===== src/rtl/skcd_pkg.sv =====
// ----------------------------------------------------------------------------
// skcd_pkg
// Shared types, codes and helper functions of the split keyboard chord
// detector: command word passed from the front end to the sequencer,
// configuration bundle, result codes and the chord interval table.
// ----------------------------------------------------------------------------
package skcd_pkg;

	// default number of chord slots
	localparam int SLOTS_DEF = 5;
	// largest slot count the interval lookup supports
	localparam int SLOTS_MAX = 8;
	localparam int IDXF_W    = $clog2(SLOTS_MAX);

	// command queue depth between front end and sequencer
	localparam int Q_DEPTH = 2;

	// stream and config port widths
	localparam int S_DATA_W   = 24;
	localparam int M_DATA_W   = 32;
	localparam int CFG_IDX_W  = 3;
	localparam int CFG_DATA_W = 7;

	// config register indexes
	typedef enum logic [CFG_IDX_W-1:0] {
		CFG_CHORD_ACTIVE  = 3'd0,
		CFG_ACCOMP_MODE   = 3'd1,
		CFG_RIGHT_OVERLAY = 3'd2,
		CFG_SPLIT_KEY     = 3'd3,
		CFG_HOLD_TICKS    = 3'd4
	} cfg_idx_t;

	// config reset values
	localparam logic [6:0] SPLIT_KEY_RST  = 7'd60;
	localparam logic [3:0] HOLD_TICKS_RST = 4'd5;

	// status byte codes
	localparam logic [7:0] STAT_SYS_A   = 8'd120;
	localparam logic [7:0] STAT_SYS_B   = 8'd126;
	localparam logic [7:0] STAT_NOTE_C2 = 8'h11;
	localparam logic [3:0] CHAN_1       = 4'h1;
	localparam logic [3:0] CHAN_2       = 4'h2;
	localparam logic [2:0] CMD_RELEASE  = 3'd0;
	localparam logic [2:0] CMD_PRESS    = 3'd1;

	// result kinds (travel on tuser)
	typedef enum logic [1:0] {
		RK_NOTE  = 2'd0,
		RK_IND   = 2'd1,
		RK_CHORD = 2'd2
	} rk_t;

	// indicator tags
	localparam logic [2:0] TAG_KEY   = 3'd2;
	localparam logic [2:0] TAG_CHORD = 3'd4;

	// chord type codes and interval table rows
	localparam logic [6:0] CT_MAJ  = 7'd0;
	localparam logic [6:0] CT_MIN  = 7'd8;
	localparam logic [6:0] CT_MIN7 = 7'd10;
	localparam logic [6:0] CT_SEV  = 7'd19;

	localparam logic [1:0] ROW_MAJ  = 2'd0;
	localparam logic [1:0] ROW_MIN  = 2'd1;
	localparam logic [1:0] ROW_MIN7 = 2'd2;
	localparam logic [1:0] ROW_SEV  = 2'd3;

	localparam int IV_COLS = 5;
	localparam logic [3:0] INTERVALS [4][IV_COLS] = '{
		'{4'd0, 4'd4, 4'd7, 4'd0,  4'd0},
		'{4'd0, 4'd3, 4'd7, 4'd0,  4'd0},
		'{4'd0, 4'd3, 4'd7, 4'd10, 4'd0},
		'{4'd0, 4'd4, 4'd7, 4'd10, 4'd0}
	};

	// front end classification
	typedef enum logic [2:0] {
		OP_RIGHT,
		OP_LPASS,
		OP_LMUTE,
		OP_LCHORD,
		OP_TICK
	} op_t;

	typedef struct packed {
		op_t        op;
		logic [7:0] status;
		logic [6:0] key;
		logic [6:0] vel;
	} cmd_t;

	typedef struct packed {
		logic       chord_active;
		logic       accomp_mode;
		logic       right_overlay;
		logic [6:0] split_key;
		logic [3:0] hold_ticks;
	} cfg_t;

	// interval of a chord row at a slot position, zero past the table
	function automatic logic [3:0] interval(input logic [1:0] row, input logic [IDXF_W-1:0] i);
		logic [3:0] iv;
		iv = 4'd0;
		if (i < IDXF_W'(IV_COLS))
			iv = INTERVALS[row][i[2:0]];
		return iv;
	endfunction

	// key code mod 12, reciprocal multiply plus one correction
	function automatic logic [3:0] pitch_class(input logic [6:0] code);
		logic [12:0] prod;
		logic [3:0]  q;
		logic [6:0]  r;
		prod = 13'(code) * 13'd43;
		q    = prod[12:9];
		r    = code - 7'({3'b000, q} * 7'd12);
		if (r >= 7'd12)
			r = r - 7'd12;
		return r[3:0];
	endfunction

	function automatic logic black_key(input logic [6:0] code);
		logic [3:0] pc;
		logic       blk;
		pc = pitch_class(code);
		case (pc) inside
			4'd1, 4'd3, 4'd6, 4'd8, 4'd10: blk = 1'b1;
			default: blk = 1'b0;
		endcase
		return blk;
	endfunction

endpackage


===== src/rtl/split_keyboard_chord_detector.sv =====
// ----------------------------------------------------------------------------
// split_keyboard_chord_detector
// Split keyboard with one-finger chord detection and key indicators.
// ----------------------------------------------------------------------------
// Input words are classified on arrival and parked in a two-entry command
// queue; a sequencer behind it executes one command at a time and emits at
// most one result word per clock through a registered output, holding while
// the output stalls, so input keeps flowing while a result waits. Config
// writes must happen while the block is idle.
// ----------------------------------------------------------------------------
module split_keyboard_chord_detector #(
	parameter int SLOTS = skcd_pkg::SLOTS_DEF
) (
	input  logic                            clk,
	input  logic                            arst_n,
	// input stream
	input  logic                            s_tvalid,
	output logic                            s_tready,
	input  logic [skcd_pkg::S_DATA_W-1:0]   s_tdata,   // status[7:0], key_code[14:8],
	                                                   // velocity[21:15]
	input  logic                            s_tuser,   // kind
	// result stream
	output logic                            m_tvalid,
	input  logic                            m_tready,
	output logic [skcd_pkg::M_DATA_W-1:0]   m_tdata,   // out_status[7:0], out_note[15:8],
	                                                   // out_value[22:16], lit[23],
	                                                   // indicator_tag[26:24]
	output logic [1:0]                      m_tuser,   // result_kind
	output logic                            m_tlast,
	// config write port
	input  logic                            cfg_we,
	input  logic [skcd_pkg::CFG_IDX_W-1:0]  cfg_index,
	input  logic [skcd_pkg::CFG_DATA_W-1:0] cfg_data
);
	import skcd_pkg::*;

	cfg_t cfg_q;
	logic push;
	logic pop;
	logic q_full;
	logic q_empty;
	cmd_t wr_cmd;
	cmd_t rd_cmd;

	// config registers
	always_ff @(posedge clk or negedge arst_n) begin
		if (!arst_n) begin
			cfg_q.chord_active  <= 1'b0;
			cfg_q.accomp_mode   <= 1'b0;
			cfg_q.right_overlay <= 1'b0;
			cfg_q.split_key     <= SPLIT_KEY_RST;
			cfg_q.hold_ticks    <= HOLD_TICKS_RST;
		end else if (cfg_we) begin
			case (cfg_index)
				CFG_CHORD_ACTIVE:  cfg_q.chord_active  <= cfg_data[0];
				CFG_ACCOMP_MODE:   cfg_q.accomp_mode   <= cfg_data[0];
				CFG_RIGHT_OVERLAY: cfg_q.right_overlay <= cfg_data[0];
				CFG_SPLIT_KEY:     cfg_q.split_key     <= cfg_data[6:0];
				CFG_HOLD_TICKS:    cfg_q.hold_ticks    <= cfg_data[3:0];
				default: begin
				end
			endcase
		end
	end

	skcd_front u_front (
		.s_tvalid (s_tvalid),
		.s_tready (s_tready),
		.s_tdata  (s_tdata),
		.s_tuser  (s_tuser),
		.cfg      (cfg_q),
		.q_full   (q_full),
		.push     (push),
		.cmd      (wr_cmd)
	);

	skcd_fifo u_fifo (
		.clk    (clk),
		.arst_n (arst_n),
		.push   (push),
		.wr_cmd (wr_cmd),
		.pop    (pop),
		.rd_cmd (rd_cmd),
		.full   (q_full),
		.empty  (q_empty)
	);

	skcd_back #(
		.SLOTS (SLOTS)
	) u_back (
		.clk      (clk),
		.arst_n   (arst_n),
		.cfg      (cfg_q),
		.cmd      (rd_cmd),
		.q_empty  (q_empty),
		.pop      (pop),
		.m_tvalid (m_tvalid),
		.m_tready (m_tready),
		.m_tdata  (m_tdata),
		.m_tuser  (m_tuser),
		.m_tlast  (m_tlast)
	);

endmodule


===== src/rtl/skcd_front.sv =====
// ----------------------------------------------------------------------------
// skcd_front
// Input side: accepts words, drops the ones that can cause no result and turns
// the rest into a command for the sequencer queue.
// ----------------------------------------------------------------------------
module skcd_front (
	input  logic                          s_tvalid,
	output logic                          s_tready,
	input  logic [skcd_pkg::S_DATA_W-1:0] s_tdata,  // status[7:0], key_code[14:8], velocity[21:15]
	input  logic                          s_tuser,  // kind
	input  skcd_pkg::cfg_t                cfg,
	input  logic                          q_full,
	output logic                          push,
	output skcd_pkg::cmd_t                cmd
);
	import skcd_pkg::*;

	logic [7:0] status;
	logic [6:0] key;
	logic [6:0] vel;
	logic       reset_like;
	logic       note_cmd;
	logic       keep;

	assign status = s_tdata[7:0];
	assign key    = s_tdata[14:8];
	assign vel    = s_tdata[21:15];

	// queue takes a word whenever it has room
	assign s_tready = !q_full;

	// classify the word
	always_comb begin
		reset_like = (status == STAT_SYS_A || status == STAT_SYS_B) &&
			key == 7'd0 && vel == 7'd0;
		note_cmd   = status[6:4] == CMD_RELEASE || status[6:4] == CMD_PRESS;
		cmd.status = status;
		cmd.key    = key;
		cmd.vel    = vel;
		cmd.op     = OP_TICK;
		keep       = 1'b0;
		if (s_tuser) begin
			// ticks matter only to the chord generator
			keep = cfg.chord_active;
		end else begin
			keep = !reset_like && note_cmd;
			if (key < cfg.split_key) begin
				if (cfg.chord_active)
					cmd.op = OP_LCHORD;
				else if (cfg.accomp_mode)
					cmd.op = OP_LMUTE;
				else
					cmd.op = OP_LPASS;
			end else begin
				cmd.op = OP_RIGHT;
			end
		end
	end

	assign push = s_tvalid && s_tready && keep;

endmodule


===== src/rtl/skcd_fifo.sv =====
// ----------------------------------------------------------------------------
// skcd_fifo
// Short command queue between front end and sequencer.
// ----------------------------------------------------------------------------
module skcd_fifo (
	input  logic           clk,
	input  logic           arst_n,
	input  logic           push,
	input  skcd_pkg::cmd_t wr_cmd,
	input  logic           pop,
	output skcd_pkg::cmd_t rd_cmd,
	output logic           full,
	output logic           empty
);
	import skcd_pkg::*;

	localparam int PW = (Q_DEPTH > 1) ? $clog2(Q_DEPTH) : 1;
	localparam int CW = $clog2(Q_DEPTH + 1);

	cmd_t          mem_q [Q_DEPTH];
	logic [PW-1:0] wr_ptr_q;
	logic [PW-1:0] rd_ptr_q;
	logic [CW-1:0] count_q;

	assign full   = count_q == CW'(Q_DEPTH);
	assign empty  = count_q == '0;
	assign rd_cmd = mem_q[rd_ptr_q];

	// storage
	always_ff @(posedge clk) begin
		if (push)
			mem_q[wr_ptr_q] <= wr_cmd;
	end

	// pointers and fill count
	always_ff @(posedge clk or negedge arst_n) begin
		if (!arst_n) begin
			wr_ptr_q <= '0;
			rd_ptr_q <= '0;
			count_q  <= '0;
		end else begin
			if (push)
				wr_ptr_q <= (wr_ptr_q == PW'(Q_DEPTH - 1)) ? '0 : wr_ptr_q + PW'(1);
			if (pop)
				rd_ptr_q <= (rd_ptr_q == PW'(Q_DEPTH - 1)) ? '0 : rd_ptr_q + PW'(1);
			if (push && !pop)
				count_q <= count_q + CW'(1);
			else if (pop && !push)
				count_q <= count_q - CW'(1);
		end
	end

	a_no_overflow: assert property (@(posedge clk) disable iff (!arst_n)
		push |-> count_q != CW'(Q_DEPTH))
		else $error("command queue overflow");

	a_no_underflow: assert property (@(posedge clk) disable iff (!arst_n)
		pop |-> count_q != '0)
		else $error("command queue underflow");

	a_count_up: assert property (@(posedge clk) disable iff (!arst_n)
		(push && !pop) |=> count_q == $past(count_q) + CW'(1))
		else $error("queue count lost a push");

endmodule


===== src/rtl/skcd_back.sv =====
// ----------------------------------------------------------------------------
// skcd_back
// Sequencer: owns chord slots, held velocity and countdown, and executes one
// command at a time, producing at most one result word per clock into the
// output register, and holding while the output stalls.
// ----------------------------------------------------------------------------
module skcd_back #(
	parameter int SLOTS = skcd_pkg::SLOTS_DEF
) (
	input  logic                          clk,
	input  logic                          arst_n,
	input  skcd_pkg::cfg_t                cfg,
	input  skcd_pkg::cmd_t                cmd,
	input  logic                          q_empty,
	output logic                          pop,
	output logic                          m_tvalid,
	input  logic                          m_tready,
	output logic [skcd_pkg::M_DATA_W-1:0] m_tdata,  // out_status[7:0], out_note[15:8],
	                                                // out_value[22:16], lit[23],
	                                                // indicator_tag[26:24]
	output logic [1:0]                    m_tuser,  // result_kind
	output logic                          m_tlast
);
	import skcd_pkg::*;

	localparam int IW = $clog2(SLOTS);

	typedef enum logic [3:0] {
		S_IDLE,
		S_NOTE,
		S_OVERLAY,
		S_KEYIND,
		S_CHORD_KEY,
		S_REL,
		S_TICK,
		S_SORT,
		S_CLASS,
		S_VOICE
	} state_t;

	typedef struct packed {
		rk_t        kind;
		logic [7:0] status;
		logic [7:0] note;
		logic [6:0] value;
		logic       lit;
		logic [2:0] tag;
		logic       last;
	} res_t;

	state_t        state_q;
	cmd_t          cmd_q;
	logic [7:0]    slot_q [SLOTS];
	logic [6:0]    held_vel_q;
	logic [3:0]    cnt_q;
	logic [IW-1:0] idx_q;
	logic          ph_q;
	logic [1:0]    row_q;
	res_t          res_q;
	logic          m_tvalid_q;

	logic [7:0]    slot_cur;
	logic [3:0]    iv;
	logic [7:0]    voice_v;
	logic          voice_on;
	logic          idx_end;
	logic [IW-1:0] last_idx;
	logic          free_found;
	logic [IW-1:0] free_idx;
	logic [7:0]    srt0, srt1, srt2;
	logic [1:0]    row_c;
	logic [6:0]    type_c;
	logic          em_req;
	res_t          em;
	logic          fire;
	logic          go;
	logic          press;

	assign slot_cur = slot_q[idx_q];
	assign iv       = interval(row_q, IDXF_W'(idx_q));
	assign voice_v  = slot_q[0] + {4'b0000, iv};
	assign voice_on = idx_q == '0 || iv != 4'd0;
	assign idx_end  = idx_q == IW'(SLOTS - 1);
	assign last_idx = (row_q[1] && SLOTS >= 4) ? IW'(3) : IW'(2);
	assign press    = cmd_q.vel != 7'd0 && cmd_q.status[4];

	// first empty slot
	always_comb begin
		free_found = 1'b0;
		free_idx   = '0;
		for (int i = 0; i < SLOTS; i++) begin
			if (!free_found && slot_q[i] == 8'd0) begin
				free_found = 1'b1;
				free_idx   = IW'(i);
			end
		end
	end

	// three compare-swaps: highest key of the first three slots to the top
	always_comb begin
		logic [7:0] t;
		t    = 8'd0;
		srt0 = slot_q[0];
		srt1 = slot_q[1];
		srt2 = slot_q[2];
		if (srt0 < srt1) begin
			t = srt0; srt0 = srt1; srt1 = t;
		end
		if (srt1 < srt2) begin
			t = srt1; srt1 = srt2; srt2 = t;
		end
		if (srt0 < srt1) begin
			t = srt0; srt0 = srt1; srt1 = t;
		end
	end

	// one-finger rule on the sorted slots
	always_comb begin
		if (slot_q[1] == 8'd0) begin
			row_c = ROW_MAJ; type_c = CT_MAJ;
		end else if (slot_q[2] != 8'd0) begin
			row_c = ROW_MIN7; type_c = CT_MIN7;
		end else if (black_key(slot_q[1][6:0])) begin
			row_c = ROW_MIN; type_c = CT_MIN;
		end else begin
			row_c = ROW_SEV; type_c = CT_SEV;
		end
	end

	// result word of the current step
	always_comb begin
		em_req    = 1'b0;
		em        = '0;
		em.kind   = RK_NOTE;
		case (state_q)
			S_NOTE: begin
				em_req    = 1'b1;
				em.status = (cmd_q.op == OP_RIGHT) ? cmd_q.status : {cmd_q.status[7:4], CHAN_1};
				em.note   = {1'b0, cmd_q.key};
				em.value  = cmd_q.vel;
			end
			S_OVERLAY: begin
				em_req    = 1'b1;
				em.status = {cmd_q.status[7:4], CHAN_2};
				em.note   = {1'b0, cmd_q.key};
				em.value  = cmd_q.vel;
			end
			S_KEYIND: begin
				em_req  = 1'b1;
				em.kind = RK_IND;
				em.note = {1'b0, cmd_q.key};
				em.lit  = cmd_q.vel != 7'd0;
				em.tag  = TAG_KEY;
				em.last = 1'b1;
			end
			S_REL: begin
				if (slot_cur != 8'd0) begin
					em_req  = 1'b1;
					em.note = slot_cur;
					if (!ph_q && !cfg.accomp_mode) begin
						em.status = STAT_NOTE_C2;
					end else begin
						em.kind = RK_IND;
						em.tag  = TAG_CHORD;
					end
				end
			end
			S_CLASS: begin
				if (cfg.accomp_mode) begin
					em_req   = 1'b1;
					em.kind  = RK_CHORD;
					em.note  = {4'b0000, pitch_class(slot_q[0][6:0])};
					em.value = type_c;
				end
			end
			S_VOICE: begin
				if (voice_on) begin
					em_req  = 1'b1;
					em.note = voice_v;
					if (!ph_q && !cfg.accomp_mode) begin
						em.status = STAT_NOTE_C2;
						em.value  = held_vel_q;
					end else begin
						em.kind = RK_IND;
						em.lit  = 1'b1;
						em.tag  = TAG_CHORD;
						em.last = idx_q == last_idx;
					end
				end
			end
			default: begin
			end
		endcase
	end

	assign fire = !m_tvalid_q || m_tready;
	assign go   = !em_req || fire;
	assign pop  = state_q == S_IDLE && !q_empty;

	// sequencer, state and output register
	always_ff @(posedge clk or negedge arst_n) begin
		if (!arst_n) begin
			state_q    <= S_IDLE;
			cmd_q      <= '0;
			for (int i = 0; i < SLOTS; i++)
				slot_q[i] <= 8'd0;
			held_vel_q <= 7'd0;
			cnt_q      <= 4'd0;
			idx_q      <= '0;
			ph_q       <= 1'b0;
			row_q      <= ROW_MAJ;
			res_q      <= '0;
			m_tvalid_q <= 1'b0;
		end else begin
			if (em_req && fire) begin
				res_q      <= em;
				m_tvalid_q <= 1'b1;
			end else if (m_tready) begin
				m_tvalid_q <= 1'b0;
			end
			unique case (state_q)
				S_IDLE: begin
					if (!q_empty) begin
						cmd_q <= cmd;
						unique case (cmd.op)
							OP_RIGHT, OP_LPASS: state_q <= S_NOTE;
							OP_LMUTE:           state_q <= S_KEYIND;
							OP_LCHORD:          state_q <= S_CHORD_KEY;
							default:            state_q <= S_TICK;
						endcase
					end
				end
				S_NOTE: begin
					if (go)
						state_q <= (cmd_q.op == OP_RIGHT && cfg.right_overlay) ?
							S_OVERLAY : S_KEYIND;
				end
				S_OVERLAY: begin
					if (go)
						state_q <= S_KEYIND;
				end
				S_KEYIND: begin
					if (go)
						state_q <= S_IDLE;
				end
				S_CHORD_KEY: begin
					idx_q <= '0;
					ph_q  <= 1'b0;
					if (press) begin
						held_vel_q <= cmd_q.vel;
						if (free_found) begin
							slot_q[free_idx] <= {1'b0, cmd_q.key};
							cnt_q            <= cfg.hold_ticks;
						end
						state_q <= S_KEYIND;
					end else if (slot_q[0] != 8'd0 || !cmd_q.status[4]) begin
						state_q <= S_REL;
					end else begin
						state_q <= S_KEYIND;
					end
				end
				S_REL: begin
					if (go) begin
						if (slot_cur != 8'd0 && !ph_q && !cfg.accomp_mode) begin
							ph_q <= 1'b1;
						end else begin
							ph_q          <= 1'b0;
							slot_q[idx_q] <= 8'd0;
							if (idx_end)
								state_q <= S_KEYIND;
							else
								idx_q <= idx_q + IW'(1);
						end
					end
				end
				S_TICK: begin
					if (cnt_q != 4'd0 && slot_q[0] != 8'd0) begin
						cnt_q   <= cnt_q - 4'd1;
						state_q <= (cnt_q == 4'd1) ? S_SORT : S_IDLE;
					end else begin
						state_q <= S_IDLE;
					end
				end
				S_SORT: begin
					slot_q[0] <= srt0;
					slot_q[1] <= srt1;
					slot_q[2] <= srt2;
					state_q   <= S_CLASS;
				end
				S_CLASS: begin
					if (go) begin
						row_q   <= row_c;
						idx_q   <= '0;
						ph_q    <= 1'b0;
						state_q <= S_VOICE;
					end
				end
				S_VOICE: begin
					if (go) begin
						if (voice_on && !ph_q && !cfg.accomp_mode) begin
							ph_q <= 1'b1;
						end else begin
							ph_q          <= 1'b0;
							slot_q[idx_q] <= voice_on ? voice_v : 8'd0;
							if (idx_end)
								state_q <= S_IDLE;
							else
								idx_q <= idx_q + IW'(1);
						end
					end
				end
				default: state_q <= S_IDLE;
			endcase
		end
	end

	assign m_tvalid = m_tvalid_q;
	assign m_tdata  = {5'b00000, res_q.tag, res_q.lit, res_q.value, res_q.note, res_q.status};
	assign m_tuser  = res_q.kind;
	assign m_tlast  = res_q.last;

	a_last_is_ind: assert property (@(posedge clk) disable iff (!arst_n)
		(m_tvalid_q && res_q.last) |-> res_q.kind == RK_IND)
		else $error("final word of an item is not an indicator");

	a_tick_counts: assert property (@(posedge clk) disable iff (!arst_n)
		(state_q == S_TICK && cnt_q != 4'd0 && slot_q[0] != 8'd0) |=>
			cnt_q == $past(cnt_q) - 4'd1)
		else $error("tick did not decrement the countdown");

	a_voice_expired: assert property (@(posedge clk) disable iff (!arst_n)
		state_q == S_VOICE |-> cnt_q == 4'd0)
		else $error("chord voiced before countdown expired");

endmodule


===== config.mk =====
export PLATFORM = sky130hd
export DESIGN_NAME = split_keyboard_chord_detector
export DESIGN_NICKNAME = d
export VERILOG_FILES = /design/src/rtl/skcd_pkg.sv /design/src/rtl/split_keyboard_chord_detector.sv /design/src/rtl/skcd_front.sv /design/src/rtl/skcd_fifo.sv /design/src/rtl/skcd_back.sv
export SDC_FILE = /design/constraint.sdc
export NUM_CORES = 1
export LEC_CHECK = 0
export BUFFER_PORTS_ARGS = -buffer_cell sky130_fd_sc_hd__buf_2
export CAP_MARGIN = 10
export CORE_ASPECT_RATIO = 2
export CORE_MARGIN = 10
export CORE_UTILIZATION = 36
export CTS_CLUSTER_DIAMETER = 40
export DETAILED_ROUTE_END_ITERATION = 8
export PLACE_DENSITY = 0.57
export SYNTH_ARGS = -nofsm -noshare
export SYNTH_HDL_FRONTEND = slang
export SYNTH_SLANG_ARGS = --single-unit

===== constraint.sdc =====
create_clock -name clk -period 6.1 [get_ports clk]
set_input_delay 0.915 -clock clk [delete_from_list [all_inputs] [get_ports clk]]
set_output_delay 0.915 -clock clk [all_outputs]
set_load 0.01 [all_outputs]

# --- Word level (Yosys, flattened, before mapping) ---
# Memories as Yosys holds them, arrays and structs flattened.
# Cells that the tools add are included.
totals:
  mem_bits_rw: 50
  elab_cells: 320
  mem_bits_ro: 0
  ff_bits: 135
  mem_count: 1
  inputBits: 40
  latchBits: 0
op_classes:
  n_eq_ne: 43
  n_div: 0
  bitwise: 6
  n_addsub: 11
  n_reduce_logical: 88
  shift: 0
  n_lt_le_gt_ge: 12
  mul: 4
  mux: 124
memory_table:
  columns: ["name", "depth", "width", "rd", "rd_clocked_by_memory_dff", "wr", "line", "text"]
  rows:
  - ["u_fifo.mem_q", 2, 25, 1, 0, 1, "skcd_fifo.sv:20", "cmd_t mem_q [Q_DEPTH];"]
ops:
  columns: ["op", "count"]
  rows:
  - ["$mux W40", 6]
  - ["$mux W4", 24]
  - ["$pmux W24 S4", 1]
  - ["$mux W8", 11]
  - ["$bwmux W40", 2]
  - ["$pmux W8 S4", 2]
  - ["$demux W8 S3", 2]
  - ["$mux W3", 16]
  - ["$pmux W16 S3", 1]
  - ["$and A40 B40 Y40", 1]
  - ["$bmux W20 S2", 1]
  - ["$logic_not A8 Y1", 5]
  - ["$mux W20", 2]
  - ["$not A40 Y40", 1]
  - ["$pmux W4 S10", 1]
  - ["$mux W29", 1]
  - ["$mux W1", 27]
  - ["$mul A7 B6 Y13 const B", 2]
  - ["$bmux W8 S3", 1]
  - ["$lt A8 B8 Y1", 3]
  - ["$ne A2 B1 Y1 const B", 12]
  - ["$reduce_bool A8 Y1", 3]
  - ["$logic_and A1 B1 Y1", 23]
  - ["$mux W7", 3]
  - ["60 further kinds", 137]

# --- Depth between registers and ports, before layout ---
logic_depth:
  ltp_word: 23
  depth_mapped: 28

# --- By module ---
# Synthesis repeated with hierarchy kept, for this count alone.
unflattened:
  hier_cells: 1341
  area_unflattened_um2: 13203.9
by_module_without_submodules:
  columns: ["module", "n_inst", "cells_each", "seq_area_each_um2", "area_per_inst_um2"]
  rows:
  - ["skcd_back", 1, 1161, 2902.8, 10154.7]
  - ["skcd_fifo", 1, 94, 1601.5, 2092.0]
  - ["split_keyboard_chord_detector", 1, 33, 357.8, 580.6]
  - ["skcd_front", 1, 53, 0.0, 376.6]

# --- Least setup slack after synthesis ---
# Ideal clock, no wire load.
synth_path:
  path_kind: "reg2reg"
  startpoint: "register with a tool-made name"
  endpoint: "register with a tool-made name"
  setup_time_ns: 0.083
  path_slack_ns: 0.221
  period_less_slack_ns: 5.879
  arrival_ns: 5.796
  n_path_buf: 4
  stages_incl_launch_ff: 28
  path_cell_list: "dfrtp_1 > inv_1 > ha_1 > a21o_1 > a21o_1 > a21oi_1 > o21a_1 > buf_2 > buf_2 > nand2_1 > o21ai_0 > ha_1 > a21o_1 > a21o_1 > a221oi_1 > and2_0 > clkbuf_1 > o21ai_0 > ha_1 > a21o_1 > a21o_1 > a21oi_1 > o2111ai_1 > a2bb2oi_1 > clkbuf_1 > or2_2 > o211a_1 > o21ai_0"

==> results.json <==
{
  "drtAntennaViolNets": 0,
  "diodes": 0,
  "grt_pass1_wl_mm": 63.1,
  "synth-xor-area-share": 0.0188,
  "ios": 77,
  "reg2reg_slack_ns": 0.25,
  "grt_use_met1": 0.163,
  "path_max_fanout": 4,
  "cts.clk_slew.worst_paths_ns": 0.08,
  "grt_max_degree": 105,
  "tritoncts": "done",
  "whs_ns": 0.483,
  "fin_crit_ns": 5.85,
  "synth_top_area_share": 0.255,
  "synth.area.top_cells": "dfrtp_1 26%, edfxtp_1 12%, ha_1 12%",
  "synth-seq-cells": 184,
  "layout_commonest_cell": "dfrtp_1",
  "die-area_mm2": 0.0432,
  "final_hold_viol_count": 0,
  "routabilityCongestion": 0.987,
  "clock_sinks": 184,
  "cts_buffers": 17,
  "fin_skew_ns": 0.0101,
  "crit_path_top_delay_cell": "fa_1",
  "finalCritPeriodShare": 0.958,
  "path_common_cell": "inv_1",
  "ys_async_sr_fraction": 0.728,
  "drtPass1Iterations": 5,
  "overflow": 0,
  "worstHoldStart": "u_back.m_tdata[22]",
  "endpoint_kind": "register",
  "clockBufferDepth": 2,
  "die_w_um": 152,
  "busiest_layer": "met2",
  "drc": 0,
  "status": "finished clean",
  "worst_setup_path_start_kind": "register",
  "hold_buffers": 0,
  "finalSetupViolCount": 0,
  "h-tree-depth": 4,
  "met2_usage": 0.356,
  "wire_per_inst_um": 22.2,
  "grt_util_met3": 0.0256,
  "syn_area_mm2": 0.0126,
  "ys_seq_area_frac": 0.387,
  "synth_edf_count": 50,
  "hp-class": "register to register",
  "synth_fa_ha_area_frac": 0.143,
  "synth_flop_cell": "dfrtp_1",
  "max-cap-violations": 0,
  "rows": 96,
  "grt_usage": 0.187,
  "synth_simple_gate_area_frac": 0.132,
  "first_global_vias": 11025,
  "start_util": 0.366,
  "netlist.top_cell.by_area": "dfrtp_1",
  "syn_avg_cell_area_um2": 9.71,
  "synth.area.mux_share": 0.0707,
  "portBuffers": 68,
  "synth_cells": 1293,
  "layout-drive-gt1-share": 0.191,
  "area_growth_pct": 16.9,
  "critPathArrivalTime_ns": 6.18,
  "final_cell_mix": "127 x dfrtp_1, 113 x ha_1, 103 x nand2_1",
  "core_mm2": 0.0344,
  "finalNetCount": 1591,
  "vias_per_cell": 5.69,
  "slew_violations": 0,
  "cp.required_ns": 6.43,
  "ys_warn_count": 0,
  "cts_root_buf": "clkbuf_16",
  "die_h_um": 284,
  "slew_headroom": 0.246,
  "worstSkewPairLatency_ns": 0.46,
  "slowest_delay_ns": 0.54,
  "finalWirelength_mm": 41.6,
  "worst_slew_pin_slew_ns": 1.13,
  "synth_compound_area_frac": 0.197,
  "antenna_found_initial": 0,
  "synth_top_family_by_area": "compound AO/OA/AOI/OAI gates",
  "yosysUniqueCellTypes": 80,
  "drt-initial-drc-count": 590,
  "via_count": 10652,
  "dp_hpwl_mm": 33.2,
  "fmax_ghz": 0.171,
  "crit_type": "register to register"
}
-- path summary, 6_finish.rpt --
check                                              to  cells past startpoint
setup / recovery                   u_back.m_tdata[16]                     28
hold / removal                     u_back.m_tdata[22]                      2
setup reg to reg                   u_back.m_tdata[16]                     28
hold reg to reg                    u_back.m_tdata[22]                      2
max in group asynchronous  asynchronous set/reset pin                      2
min in group asynchronous             u_back.cmd_q[3]                      1
-- cells by family after synthesis --
| group | count (synthesis) |
|---|---|
| buffers and inverters | 156 |
| xor gates and xnor gates | 27 |
| other | 1 |
| DFF | 184 |
| muxes | 82 |
| AOI/OAI and AO/OA | 366 |
| and+or+nand+nor | 344 |
| adders and majority gates | 133 |
-- critical path: cells and delay by family, from the launching register on --
kind | cells | cell delay [ns]
AO/OA/AOI/OAI | 4 | 0.77
XOR/XNOR | 3 | 0.43
adder cells (fa/ha/maj) | 7 | 2.44
buffers and inverters | 5 | 0.45
flip-flops | 1 | 0.39
multiplexers | 2 | 0.43
AND/OR/NAND/NOR | 7 | 0.81
-- cells in the mapped netlist (29+ instances only) --
cell type / number
inv_1: 99
clkbuf_1: 32
edfxtp_1: 50
ha_1: 116
a21o_1: 29
mux2_2: 34
nand2_1: 103
a21oi_1: 92
nand3_1: 29
mux2i_1: 46
dfrtp_1: 128
nor2_1: 86
o21ai_0: 94
-- metrics by stage --
step                       util  area (µm²)  std cells  TNS [ns]  setup WS, ns
final                     0.427       14700       1872         0         0.253
after global routing      0.427       14700       1872    -0.197       -0.0742
after CTS                 0.423       14500       1867         0        0.0509
after detailed placement  0.404       13900       1835         0        0.0945
after global placement    0.404       13900       1835         0         0.126
after floorplan               -       12600       1298         0         0.221
-- timing repair --
item,4_1_cts,5_1_grt
endpoints found under the hold margin,0,0
gates resized for setup,0,25
setup buffers,0,5
setup endpoints to repair,0,21
-- per-layer routing --
metal / vias to the layer above / part of all wire / wire length (µm)
li1: 4988 / - / -
met1: 5184 / 0.32 / 13500
met2: 320 / 0.54 / 22600
met3: 160 / 0.034 / 1410
met4: 0 / 0.10 / 4160
met5: - / 0 / 0
-- cell type report --
class,count,area (µm²)
timing repair buffer,157,1040
sequential,184,4860
fill,3464,19700
clock inverter,15,216
multi-input combinational,958,7210
clock buffer,17,425
tap,441,552
inverter,100,375
Power is left out: the tool's default activity adds up to more than one toggle a clock period on the data nets, which glitch-free logic cannot reach.
